<file path="src/rtl/csc_pkg.sv">
// Package for the sparse matrix symmetry checker: sizes, word types, state
// enums and the IEEE double equality function. No dependencies.
`default_nettype none
package csc_pkg;

    localparam int MAX_DIM     = 1024;
    localparam int MAX_ENTRIES = 8192;

    localparam int ROW_W    = $clog2(MAX_DIM);
    localparam int DIM_W    = ROW_W + 1;
    localparam int CNT_W    = $clog2(MAX_ENTRIES + 1);
    localparam int EADDR_W  = $clog2(MAX_ENTRIES);
    localparam int VAL_W    = 64;
    localparam int ENTRY_W  = ROW_W + VAL_W;
    localparam int ROWREC_W = 2 * CNT_W;

    typedef enum logic [1:0] {
        V_SYM      = 2'd0,
        V_MISSING  = 2'd1,
        V_MISMATCH = 2'd2,
        V_ERROR    = 2'd3
    } t_verdict;

    typedef struct packed {
        logic [ROW_W-1:0] entry_row;
        logic [ROW_W-1:0] entry_col;
        logic [VAL_W-1:0] entry_value;
        logic             last_entry;
    } t_entry;

    typedef struct packed {
        t_verdict         verdict;
        logic [ROW_W-1:0] bad_row;
        logic [ROW_W-1:0] bad_col;
        logic [VAL_W-1:0] lower_value;
        logic [VAL_W-1:0] upper_value;
    } t_result;

    // Start request from the loader to the checker.
    typedef struct packed {
        logic start;
        logic err;
    } t_chk_req;

    typedef enum logic [1:0] {
        L_CLEAR,
        L_LOAD,
        L_FLUSH,
        L_WAIT
    } t_load_state;

    typedef enum logic [3:0] {
        C_IDLE,
        C_ROW_RD,
        C_ROW_WAIT,
        C_J_TEST,
        C_J_WAIT,
        C_M_WAIT,
        C_K_TEST,
        C_K_WAIT,
        C_OUT
    } t_chk_state;

    function automatic logic is_nan(input logic [VAL_W-1:0] v);
        return (v[62:52] == 11'h7FF) && (v[51:0] != 52'd0);
    endfunction

    // IEEE equality: both zeros match regardless of sign, NaN matches nothing.
    function automatic logic ieee_equal(input logic [VAL_W-1:0] a,
                                        input logic [VAL_W-1:0] b);
        logic res;
        if (is_nan(a) || is_nan(b)) begin
            res = 1'b0;
        end else if ((a[62:0] == 63'd0) && (b[62:0] == 63'd0)) begin
            res = 1'b1;
        end else begin
            res = (a == b);
        end
        return res;
    endfunction

endpackage
`default_nettype wire

</file>
<file path="src/rtl/csc_loader.sv">
// Load side of the symmetry checker: size register, row table clearing pass,
// entry validation and writes to the entry and row memories. Uses csc_pkg.
`default_nettype none
module csc_loader (
    input  wire logic                            i_clk,
    input  wire logic                            i_rst_n,
    input  wire logic                            i_cfg_we,
    input  wire logic [csc_pkg::DIM_W-1:0]       i_cfg_data,
    input  wire logic                            i_valid,
    output logic                                 o_ready,
    input  wire csc_pkg::t_entry                 i_entry,
    output logic                                 o_ent_we,
    output logic [csc_pkg::EADDR_W-1:0]          o_ent_waddr,
    output logic [csc_pkg::ENTRY_W-1:0]          o_ent_wdata,
    output logic                                 o_row_we,
    output logic [csc_pkg::ROW_W-1:0]            o_row_waddr,
    output logic [csc_pkg::ROWREC_W-1:0]         o_row_wdata,
    output csc_pkg::t_chk_req                    o_req,
    input  wire logic                            i_done
);
    import csc_pkg::*;

    t_load_state        r_state, n_state;
    logic [DIM_W-1:0]   r_size;
    logic [ROW_W-1:0]   r_clr_addr, n_clr_addr;
    logic [CNT_W-1:0]   r_count, n_count;
    logic               r_err, n_err;
    logic               r_have_prev, n_have_prev;
    logic [ROW_W-1:0]   r_cur_row, n_cur_row;
    logic [ROW_W-1:0]   r_prev_col, n_prev_col;
    logic [CNT_W-1:0]   r_cur_start, n_cur_start;
    logic [CNT_W-1:0]   r_cur_cnt, n_cur_cnt;

    logic [DIM_W-1:0]   size_eff;
    logic               accept;
    logic               bad_idx;
    logic               ovf;
    logic               bad_order;

    always_ff @(posedge i_clk) begin
        if (!i_rst_n) begin
            r_size <= DIM_W'(MAX_DIM);
        end else if (i_cfg_we) begin
            r_size <= i_cfg_data;
        end
    end

    always_ff @(posedge i_clk) begin
        if (!i_rst_n) begin
            r_state     <= L_CLEAR;
            r_clr_addr  <= '0;
            r_count     <= '0;
            r_err       <= 1'b0;
            r_have_prev <= 1'b0;
            r_cur_row   <= '0;
            r_prev_col  <= '0;
            r_cur_start <= '0;
            r_cur_cnt   <= '0;
        end else begin
            r_state     <= n_state;
            r_clr_addr  <= n_clr_addr;
            r_count     <= n_count;
            r_err       <= n_err;
            r_have_prev <= n_have_prev;
            r_cur_row   <= n_cur_row;
            r_prev_col  <= n_prev_col;
            r_cur_start <= n_cur_start;
            r_cur_cnt   <= n_cur_cnt;
        end
    end

    assign size_eff = (r_size > DIM_W'(MAX_DIM)) ? DIM_W'(MAX_DIM) : r_size;
    assign o_ready  = (r_state == L_LOAD);
    assign accept   = i_valid && o_ready;
    assign bad_idx  = ({1'b0, i_entry.entry_row} >= size_eff) ||
                      ({1'b0, i_entry.entry_col} >= size_eff);
    assign ovf      = (r_count >= CNT_W'(MAX_ENTRIES));
    assign bad_order = r_have_prev &&
                       ((i_entry.entry_row < r_cur_row) ||
                        ((i_entry.entry_row == r_cur_row) &&
                         (i_entry.entry_col < r_prev_col)));

    always_comb begin
        n_state     = r_state;
        n_clr_addr  = r_clr_addr;
        n_count     = r_count;
        n_err       = r_err;
        n_have_prev = r_have_prev;
        n_cur_row   = r_cur_row;
        n_prev_col  = r_prev_col;
        n_cur_start = r_cur_start;
        n_cur_cnt   = r_cur_cnt;
        o_ent_we    = 1'b0;
        o_ent_waddr = r_count[EADDR_W-1:0];
        o_ent_wdata = {i_entry.entry_col, i_entry.entry_value};
        o_row_we    = 1'b0;
        o_row_waddr = r_cur_row;
        o_row_wdata = {r_cur_start, r_cur_cnt};
        o_req       = '0;

        case (r_state)
            L_CLEAR: begin
                o_row_we    = 1'b1;
                o_row_waddr = r_clr_addr;
                o_row_wdata = '0;
                n_clr_addr  = r_clr_addr + 1'b1;
                if (r_clr_addr == ROW_W'(MAX_DIM - 1)) begin
                    n_state = L_LOAD;
                end
            end
            L_LOAD: begin
                if (accept) begin
                    if (!r_err) begin
                        if (bad_idx || ovf || bad_order) begin
                            n_err = 1'b1;
                        end else begin
                            o_ent_we = 1'b1;
                            // A new row closes the previous one in the row table.
                            if (!r_have_prev || (i_entry.entry_row != r_cur_row)) begin
                                o_row_we    = r_have_prev;
                                n_cur_row   = i_entry.entry_row;
                                n_cur_start = r_count;
                                n_cur_cnt   = CNT_W'(1);
                            end else begin
                                n_cur_cnt = r_cur_cnt + 1'b1;
                            end
                            n_count     = r_count + 1'b1;
                            n_have_prev = 1'b1;
                            n_prev_col  = i_entry.entry_col;
                        end
                    end
                    if (i_entry.last_entry) begin
                        n_state = L_FLUSH;
                    end
                end
            end
            L_FLUSH: begin
                o_row_we  = r_have_prev;
                o_req.start = 1'b1;
                o_req.err   = r_err;
                n_state   = L_WAIT;
            end
            L_WAIT: begin
                if (i_done) begin
                    n_state     = L_CLEAR;
                    n_clr_addr  = '0;
                    n_count     = '0;
                    n_err       = 1'b0;
                    n_have_prev = 1'b0;
                    n_cur_row   = '0;
                    n_prev_col  = '0;
                end
            end
            default: begin
                n_state = L_CLEAR;
            end
        endcase
    end

endmodule
`default_nettype wire

</file>
<file path="config.mk">
export PLATFORM = sky130hd
export DESIGN_NAME = csc_loader
export DESIGN_NICKNAME = d
export VERILOG_FILES = /design/src/rtl/csc_pkg.sv /design/src/rtl/csc_loader.sv
export SDC_FILE = /design/constraint.sdc
export NUM_CORES = 1
export LEC_CHECK = 0
export CAP_MARGIN = 10
export CORE_ASPECT_RATIO = 1.75
export CORE_MARGIN = 1.5
export CORE_UTILIZATION = 60
export DETAILED_ROUTE_END_ITERATION = 7
export DONT_BUFFER_PORTS = 1
export PLACE_DENSITY = 0.87
export REMOVE_ABC_BUFFERS = 1
export SKIP_CTS_REPAIR_TIMING = 1
export SYNTH_ARGS = -nofsm -noshare
export SYNTH_HDL_FRONTEND = slang
export SYNTH_SLANG_ARGS = --single-unit
</file>
<file path="constraint.sdc">
create_clock -name i_clk -period 6 [get_ports i_clk]
set_clock_uncertainty 0.15 [all_clocks]
set_input_delay 1.8 -clock i_clk [delete_from_list [all_inputs] [get_ports i_clk]]
set_output_delay 1.8 -clock i_clk [all_outputs]
set_load 0.005 [all_outputs]
</file>
==> reports/metrics.csv, run 1 <==
metric;value;unit
worst_pin_slew;0.943;ns
end_kind;output port;
drt_first_iter_violations;311;
met1Wirelength;4.90;mm
slew_viol_final;0;
yosysWarnings;0;
synth_top_family_by_area;simple AND/OR/NAND/NOR gates;
ys_ff_latch;87;
h-tree-depth;3;
arrival;3.80;ns
peakVddDrop;0.173;mV
firstDrtPassIters;7;
synth_mux_area_share;5.05;%
final_nets;728;
routedWlPerCell;28.2;µm
grt_max_degree;56;
final_core_utilization;59.4;%
hold_viol_final;0;
start_util;61.9;%
synthAdderAreaFrac;10.5;%
slew_headroom;37.1;%
clock-root-buffer;clkbuf_16;
syn_inst;676;
power.leakage;1.97;nW
area_growth;-4.11;%
crit_start;i_entry[80];
post-place-ws;0.304;ns
ff2ff_setup_slack;2.63;ns
gp_congestion;1.03;
yosys_most_used_dff;dfxtp_1;
r2r-end;r_cur_row[2];
vias;4483;
reg2reg_from;r_size[10];
reg2regPathDepth;10;
synth-xor-area-share;2.19;%
crit_end;o_row_we;
layout-drive-gt1-share;6.32;%
numClockSinks;87;
seqCellArea;1740;µm²
setup_ws;0.248;ns
fmax;174;MHz
wl;19.9;mm
synth_cell_types;54;
wl_met3;3.05;mm
diodes;0;
antenna_left;0;
antenna_found_initial;0;
finalSetupTns;0;ns
fin_crit_sh;95.9;%
synth_edf_count;0;
powerDensity;242;nW/µm²
core_area;9040;µm²
cts_buffers;9;
min-delay-start;r_cur_start[13];
dp_hpwl;16.7;mm
async_reset_ff_share;0;%
grt_pass1_wl;28.0;mm
grt_pass1_vias;4270;
cts_max_path_buffers;2;
top_layer;met4;
status;completed;
synth_compound_area_share;13.7;%
cp.required;4.05;ns
synth_area_per_cell;8.28;µm²
synth-simple-area-share;20.6;%
drc;0;
multiInputGateArea;2920;µm²
viasPerCell;6.36;
worst_skew_pair.late_latency;0.36;ns
cp_max_fo;3;
worst-setup-path-type;in2out;
ioPinCount;231;
setup_viol;0;
cts.clk_slew.worst_paths;0.06;ns
grt-ovfl-total;0;
rsz0062_at_grt;false;
dieArea;9940;µm²
hold_path_class;reg2reg;
core.rowCount;46;
die_w;76.0;µm
cp-start-kind;input port;
numPortBuffers;0;
max_cap_viol_count;0;
min_period;5.75;ns
n_fill_cell;785;
die_h;131;µm
ys_seq_area_share;31.1;%
netlist_area;5600;µm²
cts_tree;done;
dr_wl_met2;9.27;mm
grt_usage;39.7;%
## final cells by class
cell class	count	area share, %
multi-input cells	431	54.4
clock buffers	9	4.20
inverters	43	3.01
clock inverters	7	2.03
well taps	120	2.80
flip-flops and latches	87	32.4
repair buffers	8	1.12
## routing by layer
layer  vias to the layer above  GRT usage [%]
met2                       297           66.7
met1                      2040           25.7
met5                         -              0
li1                       2058              -
met3                        88           26.3
met4                         0           49.6
## cells in the mapped netlist (3+ instances only)
cell type	number	area share [%]
inv_1	43	2.9
nand3_1	19	1.7
dfxtp_1	87	31
nor4_1	3	0.34
buf_1	3	0.20
nor2_1	67	4.5
and3_1	8	0.89
and2_1	4	0.45
nor3_1	6	0.54
ha_1	47	11
xor2_1	5	0.78
or3_1	6	0.67
a22o_1	23	3.6
o221ai_1	6	0.94
nand4_1	20	2.2
buf_4	87	12
a31oi_1	3	0.34
xnor2_1	9	1.4
o21ai_0	24	2.1
or2_2	3	0.34
clkbuf_1	21	1.4
nand2_1	45	3.0
buf_6	3	0.60
nand2b_1	12	1.3
o31ai_1	5	0.67
mux2i_1	26	4.6
a21oi_1	29	2.6
nor2b_1	27	3.0
## worst min path at each step
| stage | endpoint | slack [ns] | cells past startpoint |
|---|---|---|---|
| final | r_cur_start[13] | 0.29 | 2 |
| after CTS | r_cur_start[13] | 0.29 | 2 |
| after global routing | r_cur_start[13] | 0.33 | 2 |
| after floorplan | r_cur_start[13] | 0.27 | 2 |
| after global placement | r_cur_start[13] | 0.28 | 2 |
| after detailed placement | r_cur_start[13] | 0.28 | 2 |
## flip-flops by register name (all words and copies together) (netlist names)
| register | cells |
|---|---|
| r_prev_col | 10 |
| r_err | 1 |
| r_have_prev | 1 |
| r_cur_cnt | 14 |
| r_size | 11 |
| r_state | 2 |
| r_cur_start | 14 |
| r_count | 14 |
| r_cur_row | 10 |
| r_clr_addr | 10 |
## worst max-delay path, stage by stage
cell and delay, ns:
ha_1 0.29, nand4_1 0.15, o311a_1 0.36, a311o_1 0.34, or3_1 0.40, o31ai_1 0.23
o211a_1 0.22
## cells in the final DEF, fill, tap and decap left out, drive strengths merged, types with 3 or more instances in the layout
| cell type | count |
|---|---|
| dfxtp | 87 |
| nor2 | 67 |
| ha | 47 |
| inv | 47 |
| nand2 | 45 |
| a21oi | 29 |
| nor2b | 27 |
| mux2i | 26 |
| o21ai | 24 |
| a22o | 23 |
| nand4 | 20 |
| nand3 | 19 |
| nand2b | 12 |
| xnor2 | 9 |
| clkbuf | 9 |
| and3 | 8 |
| buf | 8 |
| nor3 | 7 |
| or3 | 6 |
| o221ai | 6 |
| xor2 | 5 |
| o31ai | 5 |
| and2 | 5 |
| or2 | 3 |
| nor4 | 3 |
| a31oi | 3 |
| a211oi | 3 |
## logic make-up (layout without fill, tap and decap cells)
group,count (synthesis),after routing
muxes,28,28
buffers and inverters,158,67
adders and majority gates,47,47
DFF,87,87
xor gates and xnor gates,14,14
and+or+nand+nor,230,230
AOI/OAI and AO/OA,112,112
## per-stage QoR
step	hold slack [ns]	total power, mW	area [µm²]	cells
2_1_floorplan	0.266	0.655	4820	561
3_3_place_gp	0.282	0.675	5030	689
3_5_place_dp	0.282	0.679	5030	689
4_1_cts	0.292	1.30	5370	705
5_1_grt	0.331	1.33	5370	705
6_report	0.289	1.30	5370	705
## power by group
group	internal, mW	leakage [nW]	switching, mW	total (mW)
Sequential	0.583	0.703	0.00584	0.589
Clock	0.374	0.164	0.259	0.634
Combinational	0.0318	1.10	0.0469	0.0787
(Power assumes the default switching activity.)
==> inputs of run 2 (changes only) <==
--- a/config.mk
+++ b/config.mk
@@ -6,12 +6,12 @@
 export NUM_CORES = 1
 export LEC_CHECK = 0
 export CAP_MARGIN = 10
-export CORE_ASPECT_RATIO = 1.75
+export CORE_ASPECT_RATIO = 1.5
 export CORE_MARGIN = 1.5
-export CORE_UTILIZATION = 60
+export CORE_UTILIZATION = 40
 export DETAILED_ROUTE_END_ITERATION = 7
 export DONT_BUFFER_PORTS = 1
-export PLACE_DENSITY = 0.87
+export PLACE_DENSITY = 0.65
 export REMOVE_ABC_BUFFERS = 1
 export SKIP_CTS_REPAIR_TIMING = 1
 export SYNTH_ARGS = -nofsm -noshare
==> reports/metrics.csv, run 2 (synthesis results as in run 1) <==
metric;value;unit
clock-root-buffer;clkbuf_16;
vias;4303;
final_area;5370;µm²
layout_commonest_cell;dfxtp_1;
grt_max_degree;56;
cts_tree;done;
firstDrtPassIters;5;
fmax;174;MHz
core.rowCount;52;
min_period;5.74;ns
grt_pass1_wl;26.0;mm
gp_congestion;0.830;
slowest_stage;or3_1;
p_total;1.20;mW
dp_cells;731;
drt_first_iter_violations;156;
hold_viol_final;0;
final_cell_mix;dfxtp_1, nor2_1, ha_1;
setup_ws;0.260;ns
grt_pass1_vias;4066;
worst_pin_slew;0.997;ns
dpl_cell_area;5090;µm²
powerDensity;223;nW/µm²
viasPerCell;5.76;
grt_usage;24.1;%
antenna_found_initial;0;
cp_max_fo;3;
peakVddDrop;0.124;mV
slowest_delay;0.40;ns
start_util;41.2;%
h-tree-depth;3;
critPathBufInv;0;
timing.hold.ws;0.298;ns
stdcell_count;747;
cts_max_path_buffers;2;
antenna_left;0;
max_cap_viol_count;0;
layout-drive-gt1-share;6.32;%
finalSetupTns;0;ns
grt-ovfl-total;0;
final_core_utilization;39.5;%
routedWlPerCell;23.9;µm
power.leakage;1.94;nW
n_fill_cell;1393;
final_nets;728;
diodes;0;
rsz0062_at_grt;false;
dieArea;14700;µm²
dp_hpwl;14.6;mm
numClockSinks;87;
slew_viol_final;0;
path_cells;ha_1 > nand4_1 > o311a_1 > a311o_1 > or3_1 > o31ai_1 > o211a_1;
core_area;13600;µm²
ioPinCount;231;
die_w;99.6;µm
die_h;148;µm
cts.clk_slew.worst_paths;0.06;ns
cp.required;4.05;ns
post-place-ws;0.256;ns
cp-start-kind;input port;
slew_headroom;33.5;%
status;completed;
cts_buffers;9;
wl;17.9;mm
end_kind;output port;
setup_viol;0;
arrival;3.79;ns
worst_skew_pair.late_latency;0.34;ns
path_delay_family;compound AO/OA/AOI/OAI gates;
worst-setup-path-type;in2out;
area_growth;-4.11;%
numPortBuffers;0;
fin_crit_sh;95.7;%
reg_top3;r_count (14), r_cur_cnt (14), r_cur_start (14);
hold_path_class;reg2reg;
drc;0;
-- run 2: cell count changes in the layout (fill, tap and decap cells not counted), sizes merged --
cell / delta
clkinvlp: +3
bufinv: -2
inv: -1
-- run 2: per-layer routing --
layer	GRT usage, %	vias to the layer above	part of all wire [%]
met5	7.69	-	0.77
met4	5.21	4	1.3
met3	21.1	23	18
met2	38.2	220	45
met1	23.1	1991	34
li1	-	2065	-
-- run 2: path summary, 6_finish.rpt --
check                  start               to  slack [ns]  cells past startpoint
max              i_entry[80]         o_row_we        0.26                      7
min          r_cur_start[13]  r_cur_start[13]        0.30                      2
max reg2reg       r_size[10]     r_cur_row[3]        2.70                     10
min reg2reg  r_cur_start[13]  r_cur_start[13]        0.30                      2
-- run 2: worst register-to-register path: stages, from the launching register on --
cell,delay (ns)
dfxtp_1,0.55
nand2b_1,0.21
ha_1,0.26
a211oi_1,0.25
a31oi_1,0.12
a311o_1,0.37
buf_4,0.19
nor3_2,0.17
buf_4,0.28
and2_1,0.46
a22o_1,0.23
-- run 2: final cells by class --
class,instances,area [µm²],share of cell area [%]
Clock buffer,9,225,4.20
Clock inverter,7,56.3,1.05
Inverter,43,161,3.01
Multi-Input combinational cell,431,2920,54.4
Sequential cell,87,1740,32.4
Tap cell,162,203,3.78
Timing Repair Buffer,8,60.1,1.12
-- run 2: power by group --
part,internal (mW),switching (mW),total (mW),leakage [nW]
Combinational,0.0315,0.0462,0.0777,1.10
Sequential,0.583,0.00562,0.589,0.703
Clock,0.286,0.247,0.533,0.130
==> inputs of run 3 (changes only) <==
--- a/config.mk
+++ b/config.mk
@@ -5,6 +5,7 @@
 export SDC_FILE = /design/constraint.sdc
 export NUM_CORES = 1
 export LEC_CHECK = 0
+export ABC_AREA = 1
 export CAP_MARGIN = 10
 export CORE_ASPECT_RATIO = 1.5
 export CORE_MARGIN = 1.5
==> reports/metrics.csv, run 3 <==
metric;value;unit
worst_pin_slew;0.983;ns
ys_ff_latch;87;
netlist_area;6120;µm²
syn_inst;900;
drt_first_iter_violations;330;
grt_pass1_wl;28.7;mm
end_kind;output port;
routedWlPerCell;18.9;µm
firstDrtPassIters;5;
async_reset_ff_share;0;%
cts.clk_slew.worst_paths;0.08;ns
slew_headroom;34.4;%
yosys_most_used_dff;dfxtp_1;
h-tree-depth;3;
synth_commonest_cells;nand2_1, nor2_1, inv_1;
gp_congestion;0.827;
grt-ovfl-total;0;
area_growth;-4.05;%
min_to;r_cur_start[13];
path_delay_family;simple AND/OR/NAND/NOR gates;
n_fill_cell;1637;
die_h;154;µm
cp-start-kind;input port;
hold_path_class;reg2reg;
fmax;190;MHz
ys_seq_area_share;28.5;%
grt_max_degree;54;
final_nets;942;
reg2regPathDepth;18;
cp_max_fo;3;
vias;5130;
grt_usage;23.5;%
ioPinCount;231;
power.leakage;2.19;nW
finalSetupTns;0;ns
final_cell_mix;nand2_1, nor2_1, inv_1;
synth_cell_types;37;
dieArea;16100;µm²
cts_buffers;9;
yosys.area.top_type;dfxtp_1;
stdcell_count;998;
yosysWarnings;0;
min-delay-start;r_cur_start[13];
status;completed;
path_cells;ha_1 > nand2_1 > inv_1 > a21oi_1 > nand2_1 > nand2_1 > nand3_1 > nor2_2 > nand2_4 > nor2_4 > nand2_1 > a21oi_1;
grt_pass1_vias;4889;
slew_viol_final;0;
drc;0;
synthTopCellsByArea;dfxtp_1, nand2_1, buf_4;
r2r-end;r_cur_start[1];
die_w;104;µm
path_common_cell;nand2_1;
numPortBuffers;0;
hold_viol_final;0;
clock-root-buffer;clkbuf_16;
synth_edf_count;0;
ff2ff_setup_slack;2.61;ns
viasPerCell;5.14;
reg_top3;r_count (14), r_cur_cnt (14), r_cur_start (14);
worst_skew_pair.late_latency;0.35;ns
layout-drive-gt1-share;5.26;%
fin_crit_sh;87.5;%
reg2reg_from;r_size[6];
cts_tree;done;
dp_hpwl;14.5;mm
antenna_left;0;
setup_viol;0;
min_period;5.25;ns
layout_commonest_cell;nand2_1;
powerDensity;217;nW/µm²
cts_max_path_buffers;2;
critPathBufInv;1;
core_area;15000;µm²
rsz0062_at_grt;false;
diodes;0;
dp_cells;982;
cp.required;4.05;ns
numClockSinks;87;
synth.most_common_cell;nand2_1;
max_cap_viol_count;0;
worst-setup-path-type;in2out;
slowest_delay;0.28;ns
peakVddDrop;0.152;mV
synth_area_per_cell;6.80;µm²
arrival;3.30;ns
core.rowCount;55;
synth_top_area_share;28.5;%
worstHoldPathCells;2;
wl;18.9;mm
start_util;40.8;%
slowest_stage;ha_1;
antenna_found_initial;0;
==> run 3: cell families after synthesis <==
kind of cell	Yosys count	synth area share, %
and+or+nand+nor	401	28.5
buffers and inverters	222	19.9
AOI/OAI and AO/OA	121	10.4
DFF	87	28.5
adders and majority gates	47	9.61
xor gates and xnor gates	22	3.15
==> run 3: worst max path at each step <==
stage                start        to  slack (ns)  cells past startpoint
4_1_cts        i_entry[81]  o_row_we        0.72                     12
2_1_floorplan  i_entry[77]  o_row_we        0.67                     12
3_3_place_gp   i_entry[81]  o_row_we        0.70                     12
5_1_grt        i_entry[81]  o_row_we        0.60                     12
3_5_place_dp   i_entry[81]  o_row_we        0.72                     12
6_report       i_entry[81]  o_row_we        0.75                     12
==> run 3: worst min-delay path, delay by kind of cell, from the launching register on <==
family	cells	cell delay, ns
DFF	1	0.31
and+or+nand+nor	2	0.09
==> run 3: through the flow <==
stage / hold slack, ns / worst slack (ns) / utilization (%) / instance area, µm² / power [mW]
2_1_floorplan: 0.269 / 0.667 / - / 5280 / 0.666
3_3_place_gp: 0.280 / 0.704 / 37.0 / 5560 / 0.684
3_5_place_dp: 0.280 / 0.720 / 37.0 / 5560 / 0.685
4_1_cts: 0.293 / 0.716 / 39.1 / 5870 / 1.29
5_1_grt: 0.309 / 0.596 / 39.1 / 5870 / 1.32
6_report: 0.292 / 0.750 / 39.1 / 5870 / 1.27
==> run 3: layer usage <==
metal,track usage (%),routed length [µm],part of all wire [%]
met2,35.6,8050,43
met4,6.15,315,1.7
met1,25.9,7550,40
met5,9.32,179,0.95
met3,16.5,2800,15
==> run 3: layout make-up <==
type                    instances  area (µm²)  area share [%]
multi-input cells             591        3160            53.9
clock buffers                   9         225            3.84
inverters                     102         383            6.52
clock inverters                 7        87.6            1.49
repair buffers                  3        22.5           0.384
flip-flops and latches         87        1740            29.7
well taps                     199         249            4.24
==> run 3: report_power, final <==
part | internal (mW) | switching [mW]
Sequential | 0.584 | 0.00546
Combinational | 0.0320 | 0.0503
Clock | 0.333 | 0.269
